$ cat config.mk
export PLATFORM = sky130hd
export DESIGN_NAME = epq_cell
export DESIGN_NICKNAME = d
export VERILOG_FILES = /design/src/hdl/epq_pkg.sv /design/src/hdl/epq_cell.sv
export SDC_FILE = /design/constraint.sdc
export NUM_CORES = 1
export LEC_CHECK = 0
export ABC_AREA = 1
export BUFFER_PORTS_ARGS = -buffer_cell sky130_fd_sc_hd__buf_2
export CAP_MARGIN = 25
export CORE_AREA = 2 2 129 131
export DETAILED_ROUTE_END_ITERATION = 16
export DIE_AREA = 0 0 131 133
export HOLD_SLACK_MARGIN = 0.02
export PLACE_DENSITY = 0.7
export SLEW_MARGIN = 40
export SYNTH_ARGS = -nofsm -noshare
export SYNTH_HDL_FRONTEND = slang
export SYNTH_SLANG_ARGS = --single-unit
$ cat constraint.sdc
create_clock -name clock -period 4.6 [get_ports clock]
set_clock_uncertainty 0.1 [all_clocks]
set_input_delay 0.69 -clock clock [delete_from_list [all_inputs] [get_ports clock]]
set_output_delay 0.69 -clock clock [all_outputs]
set_load 0.05 [all_outputs]
$ cat src/hdl/epq_pkg.sv
// ----------------------------------------------------------------------------
// Event priority queue package
// Shared constants, codes and types of the event priority queue.
// ----------------------------------------------------------------------------
`default_nettype none

package epq_pkg;

   localparam int QUEUE_DEPTH_DEFAULT = 64;
   localparam int TIME_BITS_DEFAULT   = 32;
   localparam int TAG_BITS_DEFAULT    = 16;

   localparam int CMD_BITS    = 2;
   localparam int STATUS_BITS = 3;
   localparam int SEQ_BITS    = 32;

   localparam logic [CMD_BITS-1:0] CMD_SCHEDULE = 2'd0;
   localparam logic [CMD_BITS-1:0] CMD_POP      = 2'd1;
   localparam logic [CMD_BITS-1:0] CMD_EXECUTE  = 2'd2;

   localparam logic [STATUS_BITS-1:0] STATUS_OK          = 3'd0;
   localparam logic [STATUS_BITS-1:0] STATUS_PAST        = 3'd1;
   localparam logic [STATUS_BITS-1:0] STATUS_FULL        = 3'd2;
   localparam logic [STATUS_BITS-1:0] STATUS_EMPTY       = 3'd3;
   localparam logic [STATUS_BITS-1:0] STATUS_NOT_CURRENT = 3'd4;

   // Operation applied to every cell of the chain in the same cycle.
   typedef struct packed {
      logic insert;
      logic pop;
   } chain_ctl_type;

   typedef enum logic [1:0] {
      S_IDLE = 2'b01,
      S_EXEC = 2'b10
   } state_type;

endpackage

`default_nettype wire

$ cat src/hdl/epq_cell.sv
// ----------------------------------------------------------------------------
// Event priority queue cell
// One slot of the sorted chain; shifts right on insert and left on pop.
// ----------------------------------------------------------------------------
`default_nettype none

module epq_cell #(
   parameter int TIME_BITS = epq_pkg::TIME_BITS_DEFAULT,
   parameter int TAG_BITS  = epq_pkg::TAG_BITS_DEFAULT
) (
   input  wire                           clock,
   input  wire                           reset,
   input  epq_pkg::chain_ctl_type        ctl,
   input  wire  [TIME_BITS-1:0]          new_time,
   input  wire  [epq_pkg::SEQ_BITS-1:0]  new_seq,
   input  wire  [TAG_BITS-1:0]           new_tag,
   input  wire                           left_before,
   input  wire                           left_valid,
   input  wire  [TIME_BITS-1:0]          left_time,
   input  wire  [epq_pkg::SEQ_BITS-1:0]  left_seq,
   input  wire  [TAG_BITS-1:0]           left_tag,
   input  wire                           right_valid,
   input  wire  [TIME_BITS-1:0]          right_time,
   input  wire  [epq_pkg::SEQ_BITS-1:0]  right_seq,
   input  wire  [TAG_BITS-1:0]           right_tag,
   output logic                          new_before,
   output logic                          ent_valid,
   output logic [TIME_BITS-1:0]          ent_time,
   output logic [epq_pkg::SEQ_BITS-1:0]  ent_seq,
   output logic [TAG_BITS-1:0]           ent_tag
);

   logic                         valid_ff, valid_in;
   logic [TIME_BITS-1:0]         time_ff, time_in;
   logic [epq_pkg::SEQ_BITS-1:0] seq_ff, seq_in;
   logic [TAG_BITS-1:0]          tag_ff, tag_in;

   // An empty slot sorts after everything, so the chain stays packed at the head.
   assign new_before = !valid_ff || (new_time < time_ff) ||
                       ((new_time == time_ff) && (new_seq < seq_ff));

   always_comb begin
      valid_in = valid_ff;
      time_in  = time_ff;
      seq_in   = seq_ff;
      tag_in   = tag_ff;
      if (ctl.insert && new_before) begin
         if (left_before) begin
            valid_in = left_valid;
            time_in  = left_time;
            seq_in   = left_seq;
            tag_in   = left_tag;
         end else begin
            valid_in = 1'b1;
            time_in  = new_time;
            seq_in   = new_seq;
            tag_in   = new_tag;
         end
      end else if (ctl.pop) begin
         valid_in = right_valid;
         time_in  = right_time;
         seq_in   = right_seq;
         tag_in   = right_tag;
      end
   end

   always_ff @(posedge clock) begin
      if (reset) begin
         valid_ff <= 1'b0;
      end else begin
         valid_ff <= valid_in;
      end
      time_ff <= time_in;
      seq_ff  <= seq_in;
      tag_ff  <= tag_in;
   end

   assign ent_valid = valid_ff;
   assign ent_time  = time_ff;
   assign ent_seq   = seq_ff;
   assign ent_tag   = tag_ff;

endmodule

`default_nettype wire

[After elaboration in Yosys (flattened, before gate mapping)]
Cells that the tools add are included.
Storage, ports and cells
  bits in registers: 81
  word-level logic and storage cells: 25
  output and inout bits: 82
  input bits: 247
Operators by class
  order comparisons: 2
  reductions and logical operators: 6
  equal/unequal tests: 1
  multiplexer cells: 12
Operators with widths (count)
  2-to-1 mux 32 bit: 6
  < comparator 32 bit: 2
  2-to-1 mux 16 bit: 3
  equality test 32 bit: 1
  2-to-1 mux 1 bit: 3
  logical AND 1 bit: 2
  logical OR 1 bit: 2
  nonzero test 2 bit: 1
  zero test 1 bit: 1

[Depth between registers and ports, before layout]
Gate-level depths: netlist of the first run.
  depth after elaboration: 5
  mapped depth: 18

[Worst setup path before layout of the first run]
Ideal clock, no wire load.
  path type: reg-to-reg
  start: register time_ff[23], in the netlist ent_time[23]
  end: register seq_ff (netlist bit ent_seq[0]), enable pin
  slack: 89 ps
  required time: 4059 ps
  cell stages (with the launch flop): 15
  buffers on the path: 2
  period minus slack after synthesis: 4511 ps
  arrival: 3970 ps
  path through: edfxtp_1 inv_1 ha_1 nand2_1 nor2_1 nand4_1 nor2_1 nand4_1 nor2_1 nand2_1 nand2_2 nand2_4 buf_6 buf_6 nand2_1
Between the ends
  cells in the longest elaborated chain, start to end: 5
  elaborated cells between the ends (all ways): 7
  those cells by class: 1 x order compare; 1 x eq/ne; 5 x reduce/logical
Ends and longest elaborated chain
  from (decl): RTL line epq_cell.sv:34  | logic [TIME_BITS-1:0] time_ff, time_in;
  from (signal assigned): RTL line epq_cell.sv:73  | time_ff <= time_in;
  < comparator 32 bit or equality test 32 bit (tied branches): RTL line epq_cell.sv:39, epq_cell.sv:40
  logical OR 1 bit or logical AND 1 bit (tied branches): RTL line epq_cell.sv:39, epq_cell.sv:40
  logical OR 1 bit (*): RTL line epq_cell.sv:39  | assign new_before = !valid_ff || (new_time < time_ff) ||
  via new_before: RTL line epq_cell.sv:26  | output logic new_before,
  logical AND 1 bit (*): RTL line epq_cell.sv:47  | if (ctl.insert && new_before) begin
  nonzero test 2 bit (no source line) (*)
  to (signal assigned): RTL line epq_cell.sv:74  | seq_ff <= seq_in;
  to (decl): RTL line epq_cell.sv:35  | logic [epq_pkg::SEQ_BITS-1:0] seq_ff, seq_in;
Mark *: on every way through the listed nets, which the timed path passes. The rest lies on a longest branch.
A chain may end at the register's enable or synchronous reset.

[Worst setup path after layout of the first run]
  start: input new_time[23]
  end: register time_ff[4], in the netlist ent_time[4], enable pin
Between the ends
  cells in the longest elaborated chain, start to end: 5
  elaborated cells between the ends (all ways): 7
  those cells by class: 1 x order compare; 1 x eq/ne; 5 x reduce/logical
Ends and longest elaborated chain
  from (decl): RTL line epq_cell.sv:14  | input wire [TIME_BITS-1:0] new_time,
  < comparator 32 bit or equality test 32 bit (tied branches): RTL line epq_cell.sv:39, epq_cell.sv:40
  logical OR 1 bit or logical AND 1 bit (tied branches): RTL line epq_cell.sv:39, epq_cell.sv:40
  logical OR 1 bit (*): RTL line epq_cell.sv:39
  logical AND 1 bit (*): RTL line epq_cell.sv:47
  nonzero test 2 bit (no source line) (*)
Every way passes the cells marked *; elsewhere a longest branch is shown, timed or not.

==> results of run 1 <==
path summary, 6_finish.rpt:
path	end	slack, ns	cells after the start
worst max-delay path	ent_time[4]	1.49	13
worst min-delay path	ent_valid	0.41	2
worst max register to register	ent_time[4]	1.54	13
worst min register to register	ent_valid	0.41	2
final cells by class:
type                    count  area (µm²)  share of cell area
clock inverters             7       95.09             0.01163
multi-input cells         524        3120              0.3817
clock buffers               9       225.2             0.02755
flip-flops and latches     81        2422              0.2963
inverters                  89       341.6             0.04178
well taps                 220       275.3             0.03367
repair buffers            333        1695              0.2074
worst max-delay path, cell delays in order:
cell and delay (ns):
buf_2 0.11, ha_1 0.29, nand2_1 0.07, nor2_1 0.15, nand4_1 0.13, nor2_1 0.18, nand4_1 0.10, nor2_1 0.10
nand2_1 0.07, nand2_2 0.10, nand2_4 0.22, nand2_4 0.48, buf_4 0.34
flip-flops by register name, summed over array words and instances (netlist names):
| register | flops |
|---|---|
| ent_seq | 32 |
| ent_time | 32 |
| ent_tag | 16 |
| ent_valid | 1 |
cells in the mapped netlist, drive strengths merged:
| library cell | number |
|---|---|
| nand2 | 233 |
| inv | 89 |
| edfxtp | 80 |
| o211ai | 80 |
| or2 | 78 |
| ha | 63 |
| a21oi | 29 |
| clkbuf | 18 |
| buf | 17 |
| nor2 | 17 |
| o21ai | 7 |
| nand3 | 6 |
| nand4 | 5 |
| o21a | 3 |
| nor3 | 2 |
| a21o | 1 |
| dfxtp | 1 |
cells in the final DEF (no fill, tap or decap), drive strengths merged:
master	instances
a21o	1
o21a	3
edfxtp	80
clkinv	1
a21oi	29
buf	333
inv	89
nand2	233
nor2	17
or2	78
clkbuf	9
bufinv	2
nor3	2
nand4	5
nand3	6
dfxtp	1
o211ai	80
ha	63
o21ai	7
clkinvlp	4
power breakdown:
group	switching (µW)	internal, µW
Sequential	45.8	937
Combinational	710	314
Clock	304	474
cell families after synthesis:
family	synth area share
AOI/OAI and AO/OA	0.1336
buffers and inverters	0.09177
and+or+nand+nor	0.2478
adders and majority gates	0.1293
DFF	0.3975
routing by layer:
layer	global-route usage	vias to the layer above	part of all wire	wire length [µm]
met5	0	-	0	0
met4	0.08452	0	0.029	550
met3	0.04084	39	0.062	1193
met2	0.3664	261	0.48	9204
met1	0.2683	2708	0.43	8155
li1	-	3064	-	-
per-stage QoR:
step / worst slack (ns) / total power, µW
2_1_floorplan: 0.08865 / 1717
3_3_place_gp: 1.060 / 2011
3_5_place_dp: 1.041 / 2024
4_1_cts: 1.368 / 2813
5_1_grt: 1.202 / 2941
6_report: 1.486 / 2784
==> impl_metrics.tcl, run 1 <==
set metrics [dict create \
    initial_core_util 0.3769 \
    hold_path_class "flop to flop" \
    power_density_mw_per_mm2 340.5 \
    finalSetupViolCount 0 \
    synth_area_leaders "edfxtp_1 (39%), nand2_1 (14%), ha_1 (13%)" \
    rsz0062_at_grt "no" \
    rows 47 \
    ys_seq_elements 81 \
    ctsResizeCount 0 \
    hold_buffers 0 \
    cts_root_buffer "clkbuf_16" \
    post-route-cell-area_mm2 0.008175 \
    synth_cell_types 25 \
    overflow 0 \
    worst_pin_slew_ns 0.6926 \
    path_max_fanout 33 \
    slew_violations 0 \
    pin_count 329 \
    ys_warn_count 0 \
    grt_start_max_net_pins 84 \
    antenna_left 0 \
    fp.dieW_um 131 \
    clk_pin_slew_worst_paths_ns 0.06 \
    vias 6072 \
    fillers 1604 \
    layout.nets 1348 \
    grt_pass1_wl_um 29210 \
    coreArea_mm2 0.01617 \
    dieArea_mm2 0.01742 \
    hold_viol 0 \
    leakagePower_uw 0.004324 \
    finalSetupTns_ns 0 \
    post_cts_buffers 0 \
    diodes 0 \
    worst_hold_startpoint "ent_valid" \
    die_h_um 133 \
    outcome "finished, final reports clean" \
    drtIter0Drc 282 \
    placed_cell_area_mm2 0.007849 \
    drive_gt1_frac 0.4161 \
    grt_usage 0.2159 \
    globalplace.congestion 0.8928 \
    syn_to_final_growth_pct 34.14 \
    wirelength_um 19100 \
    antenna_found_initial 0 \
    viasPerCell 4.808 \
    cts_sinks 81 \
    fmax_ghz 0.3211 \
    grt_pass1_vias 5832 \
    clk_latency_ns 0.34 \
    io_buffers 328 \
    critPathRequiredTime_ns 4.53 \
    whs_ns 0.4104 \
    relSlewSlack 0.5382 \
    regToRegStartpoint "ent_time[22]" \
    ir_drop_mv 0.2287 \
    cp-startpoint "new_time[23]" \
    dpl.hpwl_um 14640 \
    crit_path_start_kind "input port" \
    fin_cells 1263 \
    post-route-period-util 0.6770 \
    ys_seq_area_frac 0.3975 \
    syn_area_mm2 0.006095 \
    cap_viol_max_count 0 \
    htreeDepth 3 \
    routedWlPerCell_um 15.13 \
    synth_top_area_frac 0.3942 \
    cts_tree "yes" \
    numCtsBuffers 9 \
    fin_crit_ns 3.114 \
    final_util 0.5055 \
    post-synth-top-area-cell "edfxtp_1" \
    synth_fp_nets 1039 \
    arrival_ns 3.04 \
    worstSetupPathType "input port to flop" \
    syn_avg_cell_area_um2 8.360 \
    placed_cells 1247 \
    endpoint_kind "flop" \
    clk_path_buf_depth 2 \
    dr.pass1.iters 4 \
    netlist_instances 729 \
    drc 0 \
]
Power figures use the tool's default switching activity.
==> run 2, diff against run 1 <==
==> constraint.sdc (replaced) <==
create_clock -name clock -period 3.14 [get_ports clock]
set_clock_uncertainty 0.1 [all_clocks]
set_input_delay 0.471 -clock clock [delete_from_list [all_inputs] [get_ports clock]]
set_output_delay 0.471 -clock clock [all_outputs]
set_load 0.05 [all_outputs]
==> run 2 against run 1 <==
  * First-iteration DRC count is 4.3% lower
  * Power is 50% higher
  * Clock-buffer cell count rose by 1
  * Clock power rose by 57%
  * Global-route usage increased by 0.051 points
  * Critical path type is now flop to output pin
  * Critical endpoint is now new_before
==> impl_metrics.tcl, run 2 (same netlist as run 1, synthesis figures left out) <==
set metrics [dict create \
    multi_input_area_mm2 0.003129 \
    finalSetupViolCount 0 \
    wirelength_um 18980 \
    hold_viol 0 \
    placed_cells 1252 \
    power_density_mw_per_mm2 502.9 \
    arrival_ns 2.22 \
    regToRegStartpoint "ent_time[23]" \
    fin_cells 1270 \
    cap_viol_max_count 0 \
    drtIter0Drc 270 \
    worst_hold_startpoint "reset" \
    hold_buffers 0 \
    rows 47 \
    routedWlPerCell_um 14.94 \
    hold_path_class "input port to flop" \
    grt_start_max_net_pins 84 \
    final_common_cell "buf_2" \
    rsz0062_at_grt "no" \
    cp_slowest_cell "edfxtp_1" \
    outcome "finished, final reports clean" \
    drc 0 \
    pin_count 329 \
    post-route-period-util 0.8898 \
    fin_crit_ns 2.794 \
    slowest_delay_ns 0.35 \
    globalplace.congestion 0.8548 \
    grt-busiest-layer "met2" \
    ctsResizeCount 0 \
    cts_tree "yes" \
    fp.dieW_um 131 \
    clk_path_buf_depth 2 \
    final_util 0.5121 \
    worst_pin_slew_ns 0.7503 \
    grt_pass1_vias 5908 \
    crit_buf_inv 2 \
    drive_gt1_frac 0.4170 \
    cp-startpoint "ent_time[23]" \
    grt.met1_usage 0.2556 \
    antenna_left 0 \
    path_max_fanout 3 \
    cpLargestDelayFamily "simple AND/OR/NAND/NOR gates" \
    syn_to_final_growth_pct 35.89 \
    relSlewSlack 0.4998 \
    dieArea_mm2 0.01742 \
    finalSetupTns_ns 0 \
    fmax_ghz 0.3579 \
    final_cell_mix "buf_2 (328), nand2_1 (230), inv_1 (87)" \
    crit_chain "inv_1 -> ha_1 -> nand2_1 -> nor2_1 -> nand4_1 -> nor2_1 -> nand4_1 -> nor2_1 -> nand2_1 -> nand2_2 -> buf_2" \
    numCtsBuffers 9 \
    die_h_um 133 \
    endpoint_kind "output pin" \
    critPathRequiredTime_ns 2.57 \
    slew_violations 0 \
    cts_root_buffer "clkbuf_16" \
    ir_drop_mv 0.2209 \
    cts_sinks 81 \
    io_buffers 328 \
    antenna_found_initial 2 \
    clk_pin_slew_worst_paths_ns 0.06 \
    grt_usage 0.2164 \
    htreeDepth 3 \
    coreArea_mm2 0.01617 \
    leakagePower_uw 0.004379 \
    fillers 1549 \
    gr-usage-met2 0.3693 \
    post_cts_buffers 0 \
    met3_usage 0.04933 \
    ff_latch_area_mm2 0.002422 \
    dr.pass1.iters 4 \
    crit_path_start_kind "flop" \
    grt_pass1_wl_um 29220 \
    crit_top_cell "nor2_1" \
    layout.nets 1353 \
    post-route-cell-area_mm2 0.008282 \
    initial_core_util 0.3769 \
    placed_cell_area_mm2 0.007938 \
    viasPerCell 4.752 \
    dpl.hpwl_um 14730 \
    overflow 0 \
    clk_latency_ns 0.34 \
    vias 6035 \
    worstSetupPathType "flop to output pin" \
]
run 2: routing by layer:
layer  share of wire  wire, µm
met4           0.032       612
met1            0.41      7813
met5               0         0
met3           0.074      1409
met2            0.48      9140
run 2: path summary, 6_finish.rpt:
| kind | endpoint | slack (ns) | cells past startpoint |
|---|---|---|---|
| worst max register to register | ent_time[10] | 0.36 | 16 |
| worst max-delay path | new_before | 0.35 | 11 |
| worst min register to register | ent_valid | 0.40 | 2 |
| worst min-delay path | ent_valid | 0.18 | 2 |
run 2: layout make-up:
type                       count  area share
clock buffer                  10     0.02765
multi-input combinational    524      0.3779
tap                          220     0.03324
timing repair buffer         338      0.2147
inverter                      89     0.04064
clock inverter                 6     0.01284
antenna                        2   0.0006043
sequential                    81      0.2925
run 2: where the power goes:
group,switching [µW],leakage (µW),total [µW],internal (µW)
clock network,442,0.000160,1220,774
logic,1030,0.00339,1510,478
registers,66.5,0.000830,1440,1370
total,1540,0.00438,4160,2620
run 2: per-stage QoR:
stage | worst slack [ns] | hold slack [ns] | total power, µW
final | 0.3460 | 0.1815 | 4165
after global placement | 0.07649 | 0.3872 | 2949
after global routing | 0.04251 | 0.1759 | 4393
after CTS | 0.3210 | 0.1625 | 4206
after detailed placement | 0.1323 | 0.3966 | 2981
after floorplan | 0.07565 | 0.4401 | 2514
==> run 3, diff against run 2 <==
--- a/config.mk
+++ b/config.mk
@@ -8,11 +8,11 @@
 export ABC_AREA = 1
 export BUFFER_PORTS_ARGS = -buffer_cell sky130_fd_sc_hd__buf_2
 export CAP_MARGIN = 25
-export CORE_AREA = 2 2 129 131
+export CORE_AREA = 2 2 128 130
 export DETAILED_ROUTE_END_ITERATION = 16
-export DIE_AREA = 0 0 131 133
+export DIE_AREA = 0 0 130 132
 export HOLD_SLACK_MARGIN = 0.02
-export PLACE_DENSITY = 0.7
+export PLACE_DENSITY = 0.72
 export SLEW_MARGIN = 40
 export SYNTH_ARGS = -nofsm -noshare
 export SYNTH_HDL_FRONTEND = slang
==> constraint.sdc (replaced) <==
create_clock -name clock -period 3.5 [get_ports clock]
set_clock_uncertainty 0.1 [all_clocks]
set_input_delay 0.525 -clock clock [delete_from_list [all_inputs] [get_ports clock]]
set_output_delay 0.525 -clock clock [all_outputs]
set_load 0.05 [all_outputs]
==> run 3 against run 2 <==
  * Critical endpoint unchanged
  * Hold slack improved by 0.069 ns
  * Critical path type unchanged
  * Setup slack improved by 0.30 ns
  * Final area decreased by 1.3%
  * Clock-buffer cell count rose by 3
  * Critical path depth unchanged
  * First-iteration DRC count grew 16%
==> impl_metrics.tcl, run 3 (same netlist as run 1, synthesis figures left out) <==
set metrics [dict create \
    crit_cells 11 \
    layout.nets 1350 \
    pwr-share-clk 0.282 \
    p_seq_frac 0.353 \
    routedWlPerCell_um 15.45 \
    initial_core_util 0.3879 \
    antenna_left 0 \
    cts_tree "yes" \
    internal_power_uw 2290 \
    io_buffers 328 \
    fillers 1520 \
    hold_buffers 0 \
    critPathRequiredTime_ns 2.87 \
    ir_drop_mv 0.2224 \
    fin_crit_ns 2.854 \
    syn_to_final_growth_pct 34.18 \
    cap_viol_max_count 0 \
    rsz0062_at_grt "no" \
    pin_count 329 \
    outcome "finished, final reports clean" \
    crit_top_cell "nor2_1" \
    drtIter0Drc 313 \
    dr.pass1.iters 5 \
    wirelength_um 19480 \
    antenna_found_initial 1 \
    final_common_cell "buf_2" \
    clk_latency_ns 0.34 \
    overflow 0 \
    crit_buf_inv 2 \
    finalSetupTns_ns 0 \
    cpLargestDelayFamily "simple AND/OR/NAND/NOR gates" \
    finalSetupViolCount 0 \
    drc 0 \
    coreArea_mm2 0.01571 \
    post-route-period-util 0.8155 \
    power_density_mw_per_mm2 448.7 \
    post_cts_buffers 0 \
    endpoint_kind "output pin" \
    cp_slowest_cell "edfxtp_1" \
    placed_cell_area_mm2 0.007856 \
    fp.dieW_um 130 \
    globalplace.congestion 0.8610 \
    ctsResizeCount 0 \
    rows 46 \
    post-route-cell-area_mm2 0.008178 \
    dieArea_mm2 0.01716 \
    whs_path_depth 2 \
    dpl.hpwl_um 15140 \
    grt_start_max_net_pins 81 \
    grt_pass1_vias 6122 \
    die_h_um 132 \
    arrival_ns 2.23 \
    hold_viol 0 \
    crit_path_start_kind "flop" \
    p_switching_uw 1380 \
    diodes 0 \
    grt_pass1_wl_um 30080 \
    final_cell_mix "buf_2 (328), nand2_1 (230), inv_1 (87)" \
    cts_sinks 81 \
    r2r_cells 14 \
    slew_violations 0 \
    worst_pin_slew_ns 0.6766 \
    cts_root_buffer "clkbuf_16" \
    viasPerCell 4.840 \
    clk_pin_slew_worst_paths_ns 0.06 \
    drive_gt1_frac 0.4144 \
    htreeDepth 3 \
    hold_path_class "input port to flop" \
    comb_power_share 0.365 \
    worstSetupPathType "flop to output pin" \
    clk_path_buf_depth 2 \
    vias 6103 \
    relSlewSlack 0.5489 \
    numCtsBuffers 9 \
    grt_usage 0.2255 \
    slowest_delay_ns 0.36 \
    sw_frac_of_total 0.3760 \
    crit_chain "inv_1 -> ha_1 -> nand2_1 -> nor2_1 -> nand4_1 -> nor2_1 -> nand4_1 -> nor2_1 -> nand2_1 -> nand2_2 -> buf_2" \
    fmax_ghz 0.3504 \
    leakagePower_uw 0.004343 \
    path_max_fanout 3 \
]
[run 3: cell count changes in the layout (fill, tap and decap cells not counted), sizes merged]
cell and delta:
buf -3, clkbuf +3, diode -2, bufinv -1, clkinv -1, clkinvlp -1
[run 3: cell type report]
class	instances	area, µm²	share of cell area
Tap cell	216	270.3	0.03305
Sequential cell	81	2422	0.2962
Clock buffer	13	250.2	0.03060
Clock inverter	3	65.06	0.007956
Timing Repair Buffer	335	1710	0.2091
Multi-Input combinational cell	524	3120	0.3816
Inverter	89	339.1	0.04146
[run 3: path summary, 6_finish.rpt]
check	startpoint	endpoint	slack, ns
worst min register to register	ent_valid	ent_valid	0.43
worst max register to register	ent_time[23]	ent_tag[10]	0.77
worst max-delay path	ent_time[23]	new_before	0.65
worst min-delay path	reset	ent_valid	0.25
[run 3: metal layers]
layer / part of all wire / vias up / global-route usage
met4: 0.030 / 0 / 0.08722
met1: 0.41 / 2740 / 0.2609
li1: - / 3066 / -
met2: 0.49 / 253 / 0.3933
met3: 0.074 / 44 / 0.06047
met5: 0 / - / 0
[run 3: through the flow]
stage | util | setup WS [ns] | cells | power (µW) | hold WS, ns
floorplan | - | 0.1972 | 729 | 2254 | 0.4941
global placement | 0.5000 | 0.3916 | 1245 | 2645 | 0.4082
detailed placement | 0.5000 | 0.3338 | 1245 | 2662 | 0.4263
CTS | 0.5201 | 0.5765 | 1261 | 3704 | 0.2307
global route | 0.5205 | 0.4200 | 1261 | 3860 | 0.2423
finish | 0.5205 | 0.6457 | 1261 | 3670 | 0.2502
[run 3: power groups by stage]
stage	clock network, µW	logic, µW	registers (µW)
after floorplan	0	508	1750
after global placement	0	1330	1320
after detailed placement	0	1340	1320
after CTS	1060	1350	1300
after global routing	1080	1470	1310
final	1030	1340	1300
